==> config.mk <==
export PLATFORM = sky130hd
export DESIGN_NAME = dcm_front
export DESIGN_NICKNAME = d
export VERILOG_FILES = /design/src/rtl/dcm_pkg.sv /design/src/rtl/dcm_front.sv
export SDC_FILE = /design/constraint.sdc
export NUM_CORES = 1
export LEC_CHECK = 0
export ABC_CLOCK_PERIOD_IN_PS = 1000
export BUFFER_PORTS_ARGS = -buffer_cell sky130_fd_sc_hd__buf_2
export CORE_AREA = 2 2 39 41
export DETAILED_ROUTE_END_ITERATION = 8
export DIE_AREA = 0 0 41 43
export PLACE_DENSITY = 0.33
export SYNTH_ARGS = -nofsm -noshare
export SYNTH_HDL_FRONTEND = slang
export SYNTH_SLANG_ARGS = --single-unit
==> constraint.sdc <==
create_clock -name vclk -period 1
set_input_delay 0.05 -clock vclk [all_inputs]
set_output_delay 0.05 -clock vclk [all_outputs]
set_load 0.01 [all_outputs]
==> src/rtl/dcm_pkg.sv <==
`timescale 1ns / 1ps
package dcm_pkg;

  // Input item kinds (carried on tuser)
  localparam logic ACT_SYMBOL = 1'b0;
  localparam logic ACT_CLEAR  = 1'b1;

  // Symbol codes
  localparam logic [2:0] SYM_A = 3'd0;
  localparam logic [2:0] SYM_C = 3'd1;
  localparam logic [2:0] SYM_N = 3'd2;
  localparam logic [2:0] SYM_G = 3'd3;
  localparam logic [2:0] SYM_T = 3'd4;
  localparam logic [2:0] SYM_MAX = 3'd4;

  // Register indexes on the configuration port
  localparam logic [1:0] CFG_DEPTH = 2'd0;
  localparam logic [1:0] CFG_ALPHA = 2'd1;
  localparam logic [1:0] CFG_IR    = 2'd2;

  // Counter row layout: five symbol lanes then the context total
  localparam int ROW_LANES  = 6;
  localparam int LANE_TOTAL = 5;

  localparam int QUEUE_DEPTH = 2;

  typedef struct packed {
    logic       action;
    logic [2:0] sym;
  } req_t;

  typedef struct packed {
    logic [2:0]  depth;
    logic [15:0] alpha;
    logic        ir;
  } cfg_t;

  function automatic logic [2:0] map_char(input logic [7:0] ch);
    logic [2:0] s;
    case (ch)
      8'h41:   s = SYM_A;
      8'h43:   s = SYM_C;
      8'h47:   s = SYM_G;
      8'h54:   s = SYM_T;
      default: s = SYM_N;
    endcase
    return s;
  endfunction

endpackage

==> src/rtl/dcm_front.sv <==
`timescale 1ns / 1ps
module dcm_front (
  input  logic              s_axis_tvalid,
  output logic              s_axis_tready,
  input  logic [7:0]        s_axis_tdata,
  input  logic              s_axis_tuser,
  input  logic              q_full,
  input  logic              sweeping,
  output logic              push,
  output dcm_pkg::req_t     push_req
);

  // Take a request whenever the queue has room and the table is usable
  assign s_axis_tready = !q_full && !sweeping;
  assign push          = s_axis_tvalid && s_axis_tready;

  // Classify the character into its symbol code
  always_comb begin
    push_req.action = s_axis_tuser;
    push_req.sym    = dcm_pkg::map_char(s_axis_tdata);
  end

endmodule

Yosys cells after proc, flatten, opt, wreduce, memory -nomap -nowiden --
Index checks and enable logic that the tools add are counted.
Operators by class: eq/ne operators 4, order comparisons 0, div/mod/pow operators 0, multiplexer cells 1, multipliers 0, add/subtract/negate cells 0, bitwise logic cells 0, reduce and logical (&&, ||, !) cells 4, shift-type cells 0
Operators by type and width (number):
- 8-bit by 7-bit equality test with 1-bit output, second input constant | 4
- 3-bit one-hot mux with 4 select lines | 1
- 1-bit logical AND | 2
- 1-bit logical NOT | 2
Storage, ports and cells: latch bits 0, bits in read-only memories 0, bits in registers 0, memories kept 0, word-level logic and storage cells 9, bits in writable memories 0

Logic depth before layout (Yosys ltp) --
depth after elaboration 3, gate-level depth with buffers 2, mapped depth without buffers 2

Least setup slack after synthesis --
No wires, ideal clock.
path type input -> output, from input s_axis_tdata[5], to output push_req[0] (netlist name), data required time 0.950 ns, cell stages on the path 2, buffers on the path 0, arrival 0.574 ns, path slack 0.376 ns, cell sequence nor4b_4 -> and4b_1
RTL lines:
- from (decl) | line dcm_front.sv:5 | input logic [7:0] s_axis_tdata,
- to (decl) | line dcm_front.sv:10 | output dcm_pkg::req_t push_req

==> flow_summary.yaml <==
worst_setup_path:
  startpoint_type: "primary input"
  critPathCaptureType: "output port"
  crit_type: "primary input to output port"
  worst_ep_arrival_time_ps: 780
  cp-startpoint: "s_axis_tdata[5]"
  cp_max_fo: 3
  required_ps: 950
power:
  total_power_uw: 44.22
  p_leak_uw: 0.00009430
  power_density_nw_per_um2: 250.7
  peakVddDrop_mv: 0.05672
grt:
  antenna_found_initial: 0
  grt_use_total_pct: 3.796
  grt_pass1_wl_um: 462
  overflow: 0
  grt_pass1_vias: 103
  grt_max_degree: 4
routing:
  firstDrtPassIters: 1
  drcViolationCount: 0
  routed_wirelength_um: 373
  wl_per_cell_um: 9.325
  num_vias: 128
  drtIter0Drc: 0
  drtAntennaViolNets: 0
  vias_per_cell: 3.200
timing:
  slew_headroom_pct: 85.66
  finalMaxSlewViolations: 0
  setup_viol: 0
  setup_tns_ps: 0
  holdWs_ps: 100.1
  fin_crit_ps: 834.2
  fmax_ghz: 1.199
  post-route-period-util_pct: 83.42
  rsz0062_at_grt: "no"
  hold_viol: 0
  worst_pin_slew_ps: 214.2
yosys:
  seq_area_frac_synth_pct: 0
  postSynthAreaPerCell_sq_um: 9.314
  yosysWarnings: 0
  syn_nets: 21
  synth_area_sq_um: 83.83
  synthDistinctLibCells: 9
  syn_inst: 9
layout:
  design.seq.count: 0
  finish.utilization_pct: 12.75
  n_clock_buffer: 0
  final.fill_count: 157
  layout_commonest_cell: "buf_2"
  n_antenna_cell: 0
  num-nets-final: 38
  finalNonFillerCells: 40
  register_area_sq_um: 0
  area_growth_pct: 110.4
  drive_above_1_share_pct: 79.17
min_path:
  worstHoldEndpoint: "push_req[3]"
  hp-start: "s_axis_tuser"
  min_path_cells: 0
  min_path_type: "primary input to output port"
die:
  die_y_um: 43
  core_sq_um: 1384
  placementRows: 14
  die_x_um: 41
  start_util_pct: 6.058
  ioPinCount: 18
  dieArea_sq_um: 1763
placed_design:
  place_inst: 40
  io_buffers: 16
  gp_congestion: 0.5292
clock_tree:
  ctsHoldBuffers: 0
  cts_resized: 0
  cts_setup_buffers: 0
flow_run:
  max_cap_viol_count: 0
status:
  outcome: "completed"
power by group:
group	internal, uW	switching [uW]
clock	0	0
combinational	26.0	18.2
sequential	0	0
total	26.0	18.2
critical path, cell delays in order:
cell,delay [ps]
buf_2,110
nor4b_4,280
and4b_1,210
buf_2,120
routing by layer:
layer  share of wire (%)  vias to the layer above  global-route usage (%)  wire length [um]
met4                   0                        0                       0                 0
met1                  50                       46                   7.278               187
li1                    -                       64                       -                 -
met2                  18                       18                   3.125                66
met5                   0                        -                       0                 0
met3                  32                        0                   2.618               119
final cells by class:
class	count	area, sq um	area share [%]
Multi-Input combinational cell	8	76.32	43.26
Tap cell	16	20.02	11.35
Timing Repair Buffer	16	80.08	45.39
cells by family after synthesis:
| logic type | share of synthesized area (%) |
|---|---|
| simple gates | 85.08 |
| compound gates | 5.964 |
| buf+inv | 8.959 |
how the worst max path moves through the flow:
stage                              to
after floorplan           push_req[0]
after global placement    push_req[0]
after detailed placement  push_req[0]
after CTS                 push_req[0]
after global routing      push_req[0]
final                     push_req[0]
stage by stage:
stage,area [sq um],setup slack [ps]
2_1_floorplan,83.83,376.1
3_3_place_gp,176.4,146.1
3_5_place_dp,176.4,145.6
4_1_cts,176.4,148.5
5_1_grt,176.4,83.65
6_report,176.4,165.8
Yosys cell counts (all sizes together):
master / number / area, sq um
and2: 2 / 13.77
nor2: 1 / 3.750
o21ai: 1 / 5.000
nor3b: 1 / 7.510
and4b: 1 / 10.01
buf: 1 / 7.510
nor4b: 1 / 23.77
and4bb: 1 / 12.51
Power figures use the tool's default switching activity.
