`src/rtl/dcm_pkg.sv`:
```
`timescale 1ns / 1ps
package dcm_pkg;

  // Input item kinds (carried on tuser)
  localparam logic ACT_SYMBOL = 1'b0;
  localparam logic ACT_CLEAR  = 1'b1;

  // Symbol codes
  localparam logic [2:0] SYM_A = 3'd0;
  localparam logic [2:0] SYM_C = 3'd1;
  localparam logic [2:0] SYM_N = 3'd2;
  localparam logic [2:0] SYM_G = 3'd3;
  localparam logic [2:0] SYM_T = 3'd4;
  localparam logic [2:0] SYM_MAX = 3'd4;

  // Register indexes on the configuration port
  localparam logic [1:0] CFG_DEPTH = 2'd0;
  localparam logic [1:0] CFG_ALPHA = 2'd1;
  localparam logic [1:0] CFG_IR    = 2'd2;

  // Counter row layout: five symbol lanes then the context total
  localparam int ROW_LANES  = 6;
  localparam int LANE_TOTAL = 5;

  localparam int QUEUE_DEPTH = 2;

  typedef struct packed {
    logic       action;
    logic [2:0] sym;
  } req_t;

  typedef struct packed {
    logic [2:0]  depth;
    logic [15:0] alpha;
    logic        ir;
  } cfg_t;

  function automatic logic [2:0] map_char(input logic [7:0] ch);
    logic [2:0] s;
    case (ch)
      8'h41:   s = SYM_A;
      8'h43:   s = SYM_C;
      8'h47:   s = SYM_G;
      8'h54:   s = SYM_T;
      default: s = SYM_N;
    endcase
    return s;
  endfunction

endpackage

```
`src/rtl/dcm_queue.sv`:
```
`timescale 1ns / 1ps
module dcm_queue (
  input  logic          clk,
  input  logic          rst,
  input  logic          push,
  input  dcm_pkg::req_t push_req,
  input  logic          pop,
  output dcm_pkg::req_t head,
  output logic          empty,
  output logic          full,
  output logic [1:0]    fill
);

  dcm_pkg::req_t slots [dcm_pkg::QUEUE_DEPTH];
  logic          wr_ptr;
  logic          rd_ptr;

  assign empty = (fill == 2'd0);
  assign full  = (fill == 2'(dcm_pkg::QUEUE_DEPTH));
  assign head  = slots[rd_ptr];

  // Store requests
  always_ff @(posedge clk) begin
    if (push) begin
      slots[wr_ptr] <= push_req;
    end
  end

  // Advance pointers and fill count
  always_ff @(posedge clk) begin
    if (rst) begin
      wr_ptr <= 1'b0;
      rd_ptr <= 1'b0;
      fill   <= 2'd0;
    end else begin
      if (push) begin
        wr_ptr <= ~wr_ptr;
      end
      if (pop) begin
        rd_ptr <= ~rd_ptr;
      end
      if (push && !pop) begin
        fill <= fill + 2'd1;
      end else if (pop && !push) begin
        fill <= fill - 2'd1;
      end
    end
  end

endmodule

```
`config.mk`:
```
export PLATFORM = sky130hd
export DESIGN_NAME = dcm_queue
export DESIGN_NICKNAME = d
export VERILOG_FILES = /design/src/rtl/dcm_pkg.sv /design/src/rtl/dcm_queue.sv
export SDC_FILE = /design/constraint.sdc
export NUM_CORES = 1
export LEC_CHECK = 0
export CORE_AREA = 2 2 39 41
export DETAILED_ROUTE_END_ITERATION = 10
export DIE_AREA = 0 0 41 43
export DONT_BUFFER_PORTS = 1
export PLACE_DENSITY = 0.5
export SLEW_MARGIN = 10
export SYNTH_ARGS = -nofsm -noshare
export SYNTH_HDL_FRONTEND = slang
export SYNTH_SLANG_ARGS = --single-unit
```
`constraint.sdc`:
```
create_clock -name clk -period 1.25 [get_ports clk]
set_input_delay 0.25 -clock clk [delete_from_list [all_inputs] [get_ports clk]]
set_output_delay 0.25 -clock clk [all_outputs]
set_load 0.01 [all_outputs]
```
# --- Word level (Yosys, flattened, before mapping) ---
# Memory sizes are Yosys's and may differ from the RTL's. A register that Yosys moved wholly into a read port is not among the register bits.
# Cells that the tools add are included.
# W data, S select, Z words.
classes:
  n_addsub: 2
  eq_ne: 1
  mux: 6
  n_bitwise: 2
  reduce_logical: 6
ops:
  columns: ["operator", "count"]
  rows:
  - ["$mux W1", 4]
  - ["$mux W2", 2]
  - ["$add A2 B1 Y2 const B", 1]
  - ["$eq A2 B2 Y1 const B", 1]
  - ["$logic_and A1 B1 Y1", 2]
  - ["$logic_not A1 Y1", 2]
  - ["$logic_not A2 Y1", 1]
  - ["$not A1 Y1", 2]
  - ["$reduce_bool A2 Y1", 1]
  - ["$sub A2 B1 Y2 const B", 1]
totals:
  regBits: 4
  mem_bits_rw: 8
  input_bits: 8
  output_inout_bits: 8
  word_cells: 21
  memories: 1
mem_list:
  columns: ["name", "depth", "word_bits", "read_ports", "rd_ports_with_merged_regs", "write_ports", "line_no", "rtl"]
  rows:
  - ["slots", 2, 4, 1, 1, 1, "dcm_queue.sv:14", "dcm_pkg::req_t slots [dcm_pkg::QUEUE_DEPTH];"]

# --- Logic depth before layout (Yosys ltp) ---
depth:
  ltp_word: 4
  depth_mapped: 5

# --- Least setup slack after synthesis ---
# Ideal clock, no wire load.
synth_path:
  path_kind: "in2reg"
  start: "input port pop"
  end: "register fill[1]"
  setup_time_ns: 0.070
  t_arrival_ns: 1.046
  setup_slack_ns: 0.134
  cell_stages: 4
  n_path_buf: 0
  cell_sequence: "inv_1 -> ha_1 -> or3_1 -> a21oi_1"
synth_via:
  elab_chain_cells: 3
synth_rtl:
  columns: ["element", "line_no", "rtl"]
  rows:
  - ["from (decl)", "dcm_queue.sv:7", "input logic pop,"]
  - ["$logic_not A1 Y1", "dcm_queue.sv:42", "if (push && !pop) begin"]
  - ["$logic_and A1 B1 Y1", "dcm_queue.sv:42", null]
  - ["$mux W2 / $reduce_bool A2 Y1 (equally long branches)", null, null]
  - ["to (signal assigned)", "dcm_queue.sv:43", "fill <= fill + 2'd1;"]
  - ["to (signal assigned)", "dcm_queue.sv:45", "fill <= fill - 2'd1;"]
  - ["to (decl)", "dcm_queue.sv:11", "output logic [1:0] fill"]
# Parallel ways exist; a longest one is shown, timed or not.
# A chain may end at the register's enable or synchronous reset.

==> results.md <==
- Traced cell by cell, the critical path runs through mux2_2.
- Timing would allow up to approximately 0.8 GHz.
- The number of top-level pins is 16.
- The clock tree skew after final layout is 0.00364 ns.
- Summing the sequential cell areas from Yosys gives between 60% and 70% of the chip area.
- For the finished layout, the period the worst path requires is about 1.3 ns.
- The average size of a mapped cell is 14.5 sq um.
- Summing all placed instances gives a cell area of around 510 sq um.
- The clock tree buffer depth is 2.
- Power spread over the standard cell area amounts to 1580 nW/um^2.
- Leaving out fill and tap cells, the most frequent cells in the layout are edfxtp_1 (8), nor2_1 (5), mux2_2 (4), clkbuf_4 (3), dfxtp_1 (3).
- The post-synthesis cell type count is 14.
- For this design, the sink count on the clock tree is 13.
- The routed wire length is between 600 and 700 microns.
- For flop-to-flop paths, the worst setup slack is 0.20 ns.
- Global routing used between 10% and 20% of the available tracks.
- The gate family responsible for the most delay along the worst path is flip-flops.
- Summing over every cut layer, the via total after detailed routing is 247.
- In this run the tool buffered the top-level ports with 0 buffer cells.
- The number of placement rows is 14.
- The kind of launch point of the worst setup path is a flop.
- Cells fill approximately two fifths of the core in the end.
- The total count of hold-check failures in the final report is 0.
- The required time at the endpoint of the critical path is 1.00 ns.
- The clock latency on the worst-skew pair is about 0.27 ns.
- Clock-pin slew was measured on the worst setup and hold paths at 0.07 ns.
- The area fraction of the dominant cell type after synthesis is between 40% and 50%.
- The number of antenna violations at the first check in global routing came to 0.
- The maximum level of the CTS H-tree is 1.
- The floorplan step defined a core boundary enclosing about 1400 sq um.
- The worst path setup slack after routing is -0.00227 ns.
- The warning count from the yosys run is 0.
- Summed over all instances, the cell type with the most area after synthesis is edfxtp_1.
- The period utilization is 100%.
- The post-synthesis instance total is 34.
- The largest net degree at the start of global routing is 8.
- The die covers about 1800 sq um.
- The number of setup violations in the final report is 4.
- On the critical path, the stage with the largest delay is an instance of dfxtp_4.
- The count of antenna-violating nets left after detailed routing is 0.
- Routability-driven placement finished with a final weighted congestion of around 0.6.
- Global routing finished with a remaining overflow of 0.
- The number of global-route vias before repair is roughly 280.
- For this configuration, the core starts out at a cell density of between 30% and 40%.
- The critical path's largest stage delay is ~0.37 ns.
- The pre-antenna-repair detailed-routing pass consisted of 4 iterations.
- The final routed DRC violation total is 0.
- The highest net fanout along the worst path is 4.
- The maximum vdd drop is 0.000593 V.
- The horizontal extent of the die is around 41 microns.
- The layout-stage area growth over the synthesis result is 10.4%.
- Buffers inserted during clock tree synthesis total 3.
- Detailed placement finished with a half-perimeter wire length of about 520 microns.
- The via count normalized by instance count is around 4.6.
- The path class of the tightest hold or removal check is input port to flop.
- The height of the die is roughly 43 microns.
- Setup repair after global routing could not meet its margin everywhere.
- The clock tree root buffer cell is clkbuf_4.
- The total buffers and inverters traversed by the critical path is 0.
- The number of max-slew violations in the final report is 0.
- The number of nets in the synthesized netlist is 43.
- The number of max-capacitance violations reported is 0.
- In this run, post-CTS hold repair placed 0 buffers.
- Summing all non-filler instances in the final layout gives an area of 544 sq um.
- The worst setup path is captured at an output port.
- The critical path is of the flop to output port type.
- The run finished, with violations left.
- The leakage component of the power is approximately 0.0002 uW.
- The pin slew with the least headroom to its limit is approximately 0.34 ns.
- The number of synthesized register bits is 13.
- Leaving out fill and tap cells, the most frequent cell in the layout is edfxtp_1.
- The headroom to the max-slew limit is 77.5%.
- The final reports fail on negative setup slack.
- After detailed routing, the average wire length per cell comes to ~13 microns.
- In the final layout, the share of cells above drive strength 1 is 26.3%.
- The synthesized netlist occupies a cell area of 493 sq um.
- The first routing iteration left 2 violations.
- The count of nets after finishing is 48.
- The count of inserted antenna diode cells is 0.
- The clock tree from TritonCTS is built.
- The layout has ~140 filler cells.
- The data arrival time of the worst path is 1.00 ns.
- In the post-synthesis netlist, the biggest area contributors are edfxtp_1 (49%), dfxtp_1 (20%), mux2_2 (9.1%), nor2_1 (3.8%), xnor2_1 (3.6%).
- The wire length of the first global-routing pass is ~1100 microns.
Yosys cell counts:
cell      instances
a21oi_1           1
and2_1            1
and2b_2           1
dfxtp_1           5
edfxtp_1          8
ha_1              1
inv_1             1
mux2_2            4
nor2_1            5
nor2b_1           1
o21ai_0           1
or3_1             1
xnor2_1           2
xor2_1            2
final cells by class:
type                    instances  area (sq um)  share of cell area [%]
multi-input cells              20           149                    27.4
inverters                       1          3.75                   0.690
flip-flops and latches         13           345                    63.4
well taps                      16          20.0                    3.68
clock buffers                   4          26.3                    4.83
cell families (layout without fill, tap and decap cells):
family          count (synthesis)  in the layout  share of synthesized area, %
xor+xnor                        4              4                          7.11
flops                          13             13                          69.0
compound gates                  2              2                          2.03
simple gates                    9              9                          9.39
mux                             4              4                          9.14
buf+inv                         1              5                         0.761
fa+ha+maj                       1              1                          2.54
power by group:
group	leakage [uW]	switching (uW)	internal, uW
clock network	0.0000150	122	124
registers	0.000118	29.6	495
logic	0.0000678	47.1	45.1
total	0.000200	198	663
flip-flops by register name, indices dropped and copies added (netlist names), named ones only:
signal / flops
fill: 2
slots: 8
rd_ptr: 1
wr_ptr: 1
final timing paths:
kind                                      startpoint              endpoint  cells past startpoint
worst min register to register   rd_ptr$_SDFFE_PP0P_   rd_ptr$_SDFFE_PP0P_                      2
worst max-delay path                            flop               head[1]                      1
worst min-delay path                             rst                  flop                      1
worst max register to register  fill[0]$_SDFFE_PP0P_  fill[1]$_SDFFE_PP0P_                      3
what timing repair did:
item                                    4_1_cts  5_1_grt
endpoints found under the setup margin        5        4
pin swaps                                     0        0
buffers inserted                              0        0
cloned                                        0        0
resized for setup                             3        0
layer usage:
metal / vias up / GRT usage [%] / part of all wire (%)
met5: - / 0 / 0
met4: 0 / 10.0 / 0
met3: 0 / 2.09 / 10
met2: 12 / 15.3 / 54
met1: 111 / 10.8 / 35
li1: 124 / - / -
metrics by stage:
step | setup TNS [ns] | hold WS [ns] | total power, uW | setup WS [ns] | instances
6_report | -0.00675 | 0.0348 | 861 | -0.00227 | 54
5_1_grt | -0.125 | 0.0177 | 916 | -0.0347 | 54
4_1_cts | -0.0737 | 0.0264 | 878 | -0.0190 | 54
3_5_place_dp | 0 | 0.328 | 628 | 0.0583 | 50
3_3_place_gp | 0 | 0.320 | 622 | 0.125 | 50
2_1_floorplan | 0 | 0.319 | 610 | 0.134 | 34
Power figures use the tool's default switching activity.
